## src/design/dag_pkg.sv

```systemverilog
`timescale 1ns / 1ps
`default_nettype none

package dag_pkg;

  // Default widths of the level accumulator
  localparam int unsigned LEVEL_BITS_DEF = 12;
  localparam int unsigned FRAC_BITS_DEF  = 16;

  // Reset value of every step register, 1.0 in 12.16
  localparam int unsigned STEP_RESET = 32'd65536;

  typedef enum logic [1:0] {
    PH_LOW  = 2'd0,
    PH_RISE = 2'd1,
    PH_HIGH = 2'd2,
    PH_FALL = 2'd3
  } dag_phase_e;

  // Code three means nothing of its own and behaves as a tick
  typedef enum logic [1:0] {
    ACT_TICK = 2'd0,
    ACT_HIGH = 2'd1,
    ACT_LOW  = 2'd2
  } dag_action_e;

  typedef enum logic [1:0] {
    REG_ATTACK_A  = 2'd0,
    REG_RELEASE_A = 2'd1,
    REG_ATTACK_B  = 2'd2,
    REG_RELEASE_B = 2'd3
  } dag_reg_e;

  typedef struct packed {
    logic        channel;
    dag_action_e action;
  } dag_req_t;

endpackage

`default_nettype wire

```

## src/design/dual_attack_release_gate_core.sv

```systemverilog
`timescale 1ns / 1ps
`default_nettype none

// Channel   Direction  Handshake             Payload
// in        slave      in_valid_i/in_stall_o  in_channel_i, in_action_i
// out       master     out_valid_o/out_stall_i out_gate_level_o
// cfg       APB slave  psel/penable/pready    paddr, pwdata, prdata
//
// One transaction per cycle sustained while out_stall_i is low; results are registered.
// The gate update (one add or subtract, clamp, phase step) sits between the
// input register and the result register, so same-gate items follow back to back.
// Reset puts both gates in the low phase at level zero and every step to 1.0.
// A stalled result holds the update stage; one more input is still taken.

module dual_attack_release_gate_core #(
  parameter int unsigned LEVEL_BITS = dag_pkg::LEVEL_BITS_DEF,
  parameter int unsigned FRAC_BITS  = dag_pkg::FRAC_BITS_DEF
) (
  input  wire logic                                                     clk_i,
  input  wire logic                                                     rst_ni,
  input  wire logic                                                     in_valid_i,
  output logic                                                          in_stall_o,
  input  wire logic                                                     in_channel_i,
  input  wire logic [1:0]                                               in_action_i,
  output logic                                                          out_valid_o,
  input  wire logic                                                     out_stall_i,
  output logic      [LEVEL_BITS-1:0]                                    out_gate_level_o,
  input  wire logic                                                     psel,
  input  wire logic                                                     penable,
  input  wire logic                                                     pwrite,
  input  wire logic [(((LEVEL_BITS + FRAC_BITS) > 32) ? 3 : 2) + 1:0]  paddr,
  input  wire logic [(((LEVEL_BITS + FRAC_BITS) > 32) ? 64 : 32) - 1:0] pwdata,
  output logic      [(((LEVEL_BITS + FRAC_BITS) > 32) ? 64 : 32) - 1:0] prdata,
  output logic                                                          pready
);

  localparam int unsigned AccBits = LEVEL_BITS + FRAC_BITS;

  logic [1:0][AccBits-1:0] attack_step, release_step;

  logic              s1_valid_q, s1_valid_d;
  dag_pkg::dag_req_t s1_req_q;
  logic              s1_adv, in_acc;
  logic              out_valid_q, out_valid_d;
  logic [LEVEL_BITS-1:0] level_q, level_new;

  dag_cfg_regs #(
    .LEVEL_BITS(LEVEL_BITS),
    .FRAC_BITS (FRAC_BITS)
  ) u_cfg (
    .clk_i         (clk_i),
    .rst_ni        (rst_ni),
    .psel          (psel),
    .penable       (penable),
    .pwrite        (pwrite),
    .paddr         (paddr),
    .pwdata        (pwdata),
    .prdata        (prdata),
    .pready        (pready),
    .attack_step_o (attack_step),
    .release_step_o(release_step)
  );

  dag_gate_core #(
    .LEVEL_BITS(LEVEL_BITS),
    .FRAC_BITS (FRAC_BITS)
  ) u_gate (
    .clk_i         (clk_i),
    .rst_ni        (rst_ni),
    .upd_en_i      (s1_adv),
    .req_i         (s1_req_q),
    .attack_step_i (attack_step),
    .release_step_i(release_step),
    .level_o       (level_new)
  );

  // Advance the update stage when the result register is free or draining
  assign s1_adv     = s1_valid_q & (~out_valid_q | ~out_stall_i);
  assign in_stall_o = s1_valid_q & ~s1_adv;
  assign in_acc     = in_valid_i & ~in_stall_o;

  always_comb begin
    s1_valid_d = s1_valid_q;
    if (in_acc)      s1_valid_d = 1'b1;
    else if (s1_adv) s1_valid_d = 1'b0;
  end

  always_comb begin
    out_valid_d = out_valid_q;
    if (s1_adv)            out_valid_d = 1'b1;
    else if (!out_stall_i) out_valid_d = 1'b0;
  end

  always_ff @(posedge clk_i or negedge rst_ni) begin
    if (!rst_ni) begin
      s1_valid_q  <= 1'b0;
      out_valid_q <= 1'b0;
    end else begin
      s1_valid_q  <= s1_valid_d;
      out_valid_q <= out_valid_d;
    end
  end

  always_ff @(posedge clk_i) begin
    if (in_acc) begin
      s1_req_q.channel <= in_channel_i;
      s1_req_q.action  <= dag_pkg::dag_action_e'(in_action_i);
    end
    if (s1_adv) level_q <= level_new;
  end

  assign out_valid_o      = out_valid_q;
  assign out_gate_level_o = level_q;

endmodule

`default_nettype wire

```

## src/design/dag_cfg_regs.sv

```systemverilog
`timescale 1ns / 1ps
`default_nettype none

module dag_cfg_regs #(
  parameter int unsigned LEVEL_BITS = dag_pkg::LEVEL_BITS_DEF,
  parameter int unsigned FRAC_BITS  = dag_pkg::FRAC_BITS_DEF
) (
  input  wire logic                                                     clk_i,
  input  wire logic                                                     rst_ni,
  input  wire logic                                                     psel,
  input  wire logic                                                     penable,
  input  wire logic                                                     pwrite,
  input  wire logic [(((LEVEL_BITS + FRAC_BITS) > 32) ? 3 : 2) + 1:0]  paddr,
  input  wire logic [(((LEVEL_BITS + FRAC_BITS) > 32) ? 64 : 32) - 1:0] pwdata,
  output logic      [(((LEVEL_BITS + FRAC_BITS) > 32) ? 64 : 32) - 1:0] prdata,
  output logic                                                          pready,
  output logic      [1:0][LEVEL_BITS + FRAC_BITS - 1:0]                 attack_step_o,
  output logic      [1:0][LEVEL_BITS + FRAC_BITS - 1:0]                 release_step_o
);

  localparam int unsigned AccBits = LEVEL_BITS + FRAC_BITS;
  localparam int unsigned DataW   = (AccBits > 32) ? 64 : 32;
  localparam int unsigned AddrLsb = (AccBits > 32) ? 3 : 2;
  localparam int unsigned AddrW   = AddrLsb + 2;

  logic [1:0][AccBits-1:0] attack_q, release_q;
  dag_pkg::dag_reg_e       reg_idx;
  logic                    wr_en;

  assign reg_idx = dag_pkg::dag_reg_e'(paddr[AddrW-1:AddrLsb]);
  assign wr_en   = psel & penable & pwrite & pready;
  assign pready  = 1'b1;

  always_ff @(posedge clk_i or negedge rst_ni) begin
    if (!rst_ni) begin
      attack_q  <= {2{AccBits'(dag_pkg::STEP_RESET)}};
      release_q <= {2{AccBits'(dag_pkg::STEP_RESET)}};
    end else if (wr_en) begin
      case (reg_idx)
        dag_pkg::REG_ATTACK_A:  attack_q[0]  <= pwdata[AccBits-1:0];
        dag_pkg::REG_RELEASE_A: release_q[0] <= pwdata[AccBits-1:0];
        dag_pkg::REG_ATTACK_B:  attack_q[1]  <= pwdata[AccBits-1:0];
        dag_pkg::REG_RELEASE_B: release_q[1] <= pwdata[AccBits-1:0];
        default: ;
      endcase
    end
  end

  always_comb begin
    case (reg_idx)
      dag_pkg::REG_ATTACK_A:  prdata = DataW'(attack_q[0]);
      dag_pkg::REG_RELEASE_A: prdata = DataW'(release_q[0]);
      dag_pkg::REG_ATTACK_B:  prdata = DataW'(attack_q[1]);
      dag_pkg::REG_RELEASE_B: prdata = DataW'(release_q[1]);
      default:                prdata = '0;
    endcase
  end

  assign attack_step_o  = attack_q;
  assign release_step_o = release_q;

endmodule

`default_nettype wire

```

## src/design/dag_gate_core.sv

```systemverilog
`timescale 1ns / 1ps
`default_nettype none

module dag_gate_core #(
  parameter int unsigned LEVEL_BITS = dag_pkg::LEVEL_BITS_DEF,
  parameter int unsigned FRAC_BITS  = dag_pkg::FRAC_BITS_DEF
) (
  input  wire logic                                     clk_i,
  input  wire logic                                     rst_ni,
  input  wire logic                                     upd_en_i,
  input  wire dag_pkg::dag_req_t                        req_i,
  input  wire logic [1:0][LEVEL_BITS + FRAC_BITS - 1:0] attack_step_i,
  input  wire logic [1:0][LEVEL_BITS + FRAC_BITS - 1:0] release_step_i,
  output logic      [LEVEL_BITS-1:0]                    level_o
);

  localparam int unsigned AccBits = LEVEL_BITS + FRAC_BITS;
  localparam logic [AccBits-1:0] FullScale = {{LEVEL_BITS{1'b1}}, {FRAC_BITS{1'b0}}};

  dag_pkg::dag_phase_e [1:0] phase_q;
  logic [1:0][AccBits-1:0]   acc_q;

  dag_pkg::dag_phase_e sel_phase, phase_d;
  logic [AccBits-1:0]  sel_acc, acc_d, atk, rel;
  logic [AccBits:0]    sum;
  logic                sum_full, rel_empty;

  assign sel_phase = phase_q[req_i.channel];
  assign sel_acc   = acc_q[req_i.channel];
  assign atk       = attack_step_i[req_i.channel];
  assign rel       = release_step_i[req_i.channel];
  assign sum       = {1'b0, sel_acc} + {1'b0, atk};
  assign sum_full  = (sum >= {1'b0, FullScale});
  assign rel_empty = (rel >= sel_acc);

  // Next phase
  always_comb begin
    phase_d = sel_phase;
    case (sel_phase)
      dag_pkg::PH_LOW: begin
        if (req_i.action == dag_pkg::ACT_HIGH) phase_d = dag_pkg::PH_RISE;
      end
      dag_pkg::PH_HIGH: begin
        if (req_i.action == dag_pkg::ACT_LOW) phase_d = dag_pkg::PH_FALL;
      end
      dag_pkg::PH_RISE: begin
        if (req_i.action == dag_pkg::ACT_LOW) phase_d = dag_pkg::PH_FALL;
        else if (sum_full)                    phase_d = dag_pkg::PH_HIGH;
      end
      dag_pkg::PH_FALL: begin
        if (req_i.action == dag_pkg::ACT_HIGH) phase_d = dag_pkg::PH_RISE;
        else if (rel_empty)                    phase_d = dag_pkg::PH_LOW;
      end
      default: phase_d = sel_phase;
    endcase
  end

  // Next level
  always_comb begin
    acc_d = sel_acc;
    case (sel_phase)
      dag_pkg::PH_LOW:  acc_d = '0;
      dag_pkg::PH_HIGH: acc_d = FullScale;
      dag_pkg::PH_RISE: begin
        if (req_i.action != dag_pkg::ACT_LOW) begin
          acc_d = sum_full ? FullScale : sum[AccBits-1:0];
        end
      end
      dag_pkg::PH_FALL: begin
        if (req_i.action != dag_pkg::ACT_HIGH) begin
          acc_d = rel_empty ? '0 : (sel_acc - rel);
        end
      end
      default: acc_d = sel_acc;
    endcase
  end

  always_ff @(posedge clk_i or negedge rst_ni) begin
    if (!rst_ni) begin
      phase_q[0] <= dag_pkg::PH_LOW;
      phase_q[1] <= dag_pkg::PH_LOW;
      acc_q      <= '0;
    end else if (upd_en_i) begin
      phase_q[req_i.channel] <= phase_d;
      acc_q[req_i.channel]   <= acc_d;
    end
  end

  assign level_o = acc_d[AccBits-1:FRAC_BITS];

  a_high_full: assert property (@(posedge clk_i) disable iff (!rst_ni)
    (phase_q[0] != dag_pkg::PH_HIGH || acc_q[0] == FullScale) &&
    (phase_q[1] != dag_pkg::PH_HIGH || acc_q[1] == FullScale))
    else $error("gate in high phase without full-scale level");

  a_low_zero: assert property (@(posedge clk_i) disable iff (!rst_ni)
    (phase_q[0] != dag_pkg::PH_LOW || acc_q[0] == '0) &&
    (phase_q[1] != dag_pkg::PH_LOW || acc_q[1] == '0))
    else $error("gate in low phase with nonzero level");

  a_hold_state: assert property (@(posedge clk_i) disable iff (!rst_ni)
    !upd_en_i |=> $stable(phase_q) && $stable(acc_q))
    else $error("gate state changed without an update");

endmodule

`default_nettype wire

```

## config.mk

```make
export PLATFORM = sky130hd
export DESIGN_NAME = dual_attack_release_gate_core
export DESIGN_NICKNAME = d
export VERILOG_FILES = /design/src/design/dag_pkg.sv /design/src/design/dual_attack_release_gate_core.sv /design/src/design/dag_cfg_regs.sv /design/src/design/dag_gate_core.sv
export SDC_FILE = /design/constraint.sdc
export NUM_CORES = 1
export LEC_CHECK = 0
export BUFFER_PORTS_ARGS = -buffer_cell sky130_fd_sc_hd__buf_4
export CELL_PAD_IN_SITES_DETAIL_PLACEMENT = 0
export CELL_PAD_IN_SITES_GLOBAL_PLACEMENT = 1
export CORE_ASPECT_RATIO = 1.25
export CORE_UTILIZATION = 45
export CTS_BUF_LIST = sky130_fd_sc_hd__clkbuf_16
export DETAILED_ROUTE_END_ITERATION = 7
export HOLD_SLACK_MARGIN = 0.05
export PLACE_DENSITY = 0.75
export SLEW_MARGIN = 20
export SYNTH_ARGS = -nofsm -noshare
export SYNTH_HDL_FRONTEND = slang
export SYNTH_SLANG_ARGS = --single-unit
```

## constraint.sdc

```tcl
create_clock -name clk_i -period 7.3 [get_ports clk_i]
set_input_delay 1.095 -clock clk_i [delete_from_list [all_inputs] [get_ports clk_i]]
set_output_delay 1.095 -clock clk_i [all_outputs]
set_load 0.02 [all_outputs]
```

==> results.toml <==
[clock_tree]
cts_buffers = 17
cts_max_level = 4
clk_latency_ps = 450
post_cts_resized = 0
post_cts_buffers = 0
clk_pin_slew_worst_paths_ps = 80
clockBufferDepth = 2
numClockSinks = 189
hold_buffers = 0
cts_tree = "done"
root_buffer = "clkbuf_16"

[die]
die_h_um = 192
fp.coreArea_um2 = 28500
ios = 93
die_area_um2 = 29600
start_util_pct = 45.7
fp.dieW_um = 154
rows = 69

[timing]
fmax_ghz = 0.187
finalClockSkew_ps = 16.3
slew_violations = 0
worst_pin_slew_ps = 899
rsz0062_at_grt = "false"
post-route-period-util_pct = 73.4
fin_tns_setup_ps = 0
relSlewSlack_pct = 39.7
final_hold_viol_count = 0
min_period_ps = 5360
finalSetupViolCount = 0

[synthesis]
synthArstFlopShare_pct = 92.1
yosys_warnings = 0
ys_seq_area_share_pct = 36.9
synth_cell_types = 84
syn_area_um2 = 13000
syn_avg_cell_area_um2 = 10.4
synth_cells = 1257
synth_ff_type = "dfrtp_1"
ys_ff_latch = 189
synth_edf_count = 15

[place]
io_buffer_count = 81
place_congestion = 0.868
dpl.hpwl_um = 26000
place_area_um2 = 14000

[worst_hold_path]
hold_end = "u_gate.acc_q[47]"
holdPathStages = 2
hp-class = "reg2reg"
min_from = "u_gate.acc_q[47]"

[global_routing]
antenna_found_initial = 1
grtUsageMet2_pct = 39.5
grt_pass1_wl_um = 55600
grtUsageTotal_pct = 24.6
use_met3_pct = 3.50
grt_most_used_layer = "met2"
grt_overflow = 0
grt_pass1_vias = 9839
use_met1_pct = 34.5
grt_max_degree = 69

[pwr]
p_per_area_nw_per_um2 = 428
peakVddDrop_uv = 193
pwr-share-clk_pct = 14.6
p_int_uw = 3360
leakagePower_uw = 0.00643
power.share.switching_pct = 46.0
pwr-share-comb_pct = 59.6
p_seq_share_pct = 25.7
p_switching_uw = 2860

[final_layout]
nNetsFinal = 1412
nFillCells = 2662
area_growth_pct = 11.5
fin_area_um2 = 14500
drive_gt1_share_pct = 27.6

[detailed_routing]
drc = 0
drtIter0Drc = 743
first_pass_iters = 5
ant_nets = 0
wire_per_inst_um = 21.1
vias_per_cell = 6.06
routed_wl_um = 35400
num_vias = 10200

[critical_path]
slowest_stage = "edfxtp_1"
critPathCaptureType = "register"
worstPathRequired_ps = 7490
crit_arrival_ps = 5560
r2r-end = "out_gate_level_o[9]"
critical-path-top-delay-family = "compound AO/OA/AOI/OAI gates"
slowest_delay_ps = 870
crit_path_start_kind = "register"
rr_worst_depth = 15
crit_buf_inv = 3
worstSetupPathType = "reg2reg"
ff2ff_setup_slack_ps = 1940
cp_cell_sequence = "buf_12 -> mux2_2 -> ha_1 -> inv_1 -> fa_1 -> nand2b_1 -> a21oi_1 -> o2111ai_2 -> a21oi_4 -> a311o_4 -> a311oi_2 -> o21ai_0 -> a21oi_1 -> a21boi_1 -> inv_1"
crit_fanout = 42
reg2reg_from = "s1_req_q[2]"

[flow_run]
maxCapViolations = 0

[run_status]
status = "finished clean"
## worst register-to-register path, stage by stage (launching register included)
cell       delay [ps]
edfxtp_1          870
buf_12            350
mux2_2            450
ha_1              220
inv_1              70
fa_1              170
nand2b_1          160
a21oi_1           130
o2111ai_2         380
a21oi_4           170
a311o_4           490
a311oi_2          680
o21ai_0           350
a21oi_1           260
a21boi_1          280
inv_1              70
## state kept, by name (all words and copies together) (netlist names)
name,flops
u_cfg.attack_step_o,56
u_cfg.release_step_o,56
u_gate.acc_q,56
out_gate_level_o,12
u_gate.phase_q,4
s1_req_q,3
out_valid_o,1
s1_valid_q,1
## cells in the mapped netlist (15+ instances only)
| library cell | instances | share of area (%) |
|---|---|---|
| dfrtp_1 | 170 | 33 |
| mux2_2 | 168 | 15 |
| nand2_1 | 113 | 3.3 |
| nor2_1 | 76 | 2.2 |
| a21oi_1 | 75 | 2.9 |
| o21ai_0 | 59 | 2.3 |
| ha_1 | 56 | 5.4 |
| clkbuf_1 | 52 | 1.5 |
| mux2i_1 | 52 | 4.0 |
| inv_1 | 33 | 0.95 |
| mux4_2 | 28 | 4.8 |
| a21o_1 | 23 | 1.3 |
| xnor2_1 | 23 | 1.5 |
| nand3_1 | 20 | 0.77 |
| o31ai_1 | 19 | 1.1 |
| nand2b_1 | 18 | 0.86 |
| xor2_1 | 17 | 1.1 |
| edfxtp_1 | 15 | 3.5 |
| nor3_1 | 15 | 0.58 |
## final cells by class
cell class	instances	area, µm²	share of cell area [%]
multi-input combinational	965	7800	53.7
sequential	189	4810	33.1
timing repair buffer	102	782	5.38
clock buffer	18	450	3.10
tap	355	444	3.06
inverter	33	124	0.853
clock inverter	14	106	0.732
antenna	1	2.50	0.0172
## cell usage in the layout, fill, tap and decap left out, types with 8 or more instances in the layout
cell       count
o21ai_1        9
dfrtp_1      170
o22ai_1        8
nand2_1      112
edfxtp_1      15
o211ai_1       8
inv_1         35
nor3_1        14
a21oi_1       75
a31oi_1       12
o21a_1        12
xnor2_1       23
nand3_1       20
a21o_1        23
or3_1          8
nor2_1        76
mux2_2       168
xor2_1        17
nand2b_1      18
mux4_2        28
o21bai_1      12
mux2i_1       52
o21ai_0       59
o31ai_1       19
buf_4        100
and3_1         9
nand4_1        8
clkbuf_16     18
ha_1          56
## stage by stage
step,setup WS [ps],hold slack [ps],utilization [%],total power [µW],instances
after CTS,2020,485,51.0,6190,1676
final,1940,484,51.0,6210,1677
after global placement,2080,457,49.0,5220,1644
after global routing,1730,505,51.0,6630,1676
after floorplan,2030,440,-,4240,1260
after detailed placement,2060,466,49.0,5260,1644
## worst max path at each step
| stage | from | endpoint | depth (start not counted) |
|---|---|---|---|
| 2_1_floorplan | s1_req_q[2] | u_gate.phase_q[0] | 20 |
| 3_5_place_dp | s1_req_q[2] | out_gate_level_o[10] | 13 |
| 4_1_cts | s1_req_q[2] | out_gate_level_o[10] | 13 |
| 5_1_grt | s1_req_q[2] | u_gate.acc_q[44] | 15 |
| 3_3_place_gp | s1_req_q[2] | out_gate_level_o[10] | 13 |
| 6_report | s1_req_q[2] | out_gate_level_o[9] | 15 |
## power by group through the flow
| stage | Sequential, µW | Combinational [µW] | Clock, µW |
|---|---|---|---|
| 4_1_cts | 1600 | 3660 | 932 |
| 6_report | 1600 | 3710 | 910 |
| 3_3_place_gp | 1600 | 3630 | 0 |
| 2_1_floorplan | 1600 | 2640 | 0 |
| 3_5_place_dp | 1620 | 3650 | 0 |
| 5_1_grt | 1640 | 4020 | 967 |
## routing by layer
metal	vias up	wire, µm
met5	-	0
met4	0	558
li1	4774	-
met1	5117	16900
met3	30	1310
met2	245	16600
## kinds of logic after synthesis
kind of cell               Yosys count  synth area share, %
AOI/OAI and AO/OA                  315                 16.8
xor gates and xnor gates            41                 2.81
adders and majority gates           58                 5.69
buffers and inverters              106                 3.44
DFF                                189                 36.9
muxes                              248                 23.4
other                                2               0.0576
and+or+nand+nor                    298                 10.9
No activity file was read; power rests on OpenSTA's default activity.
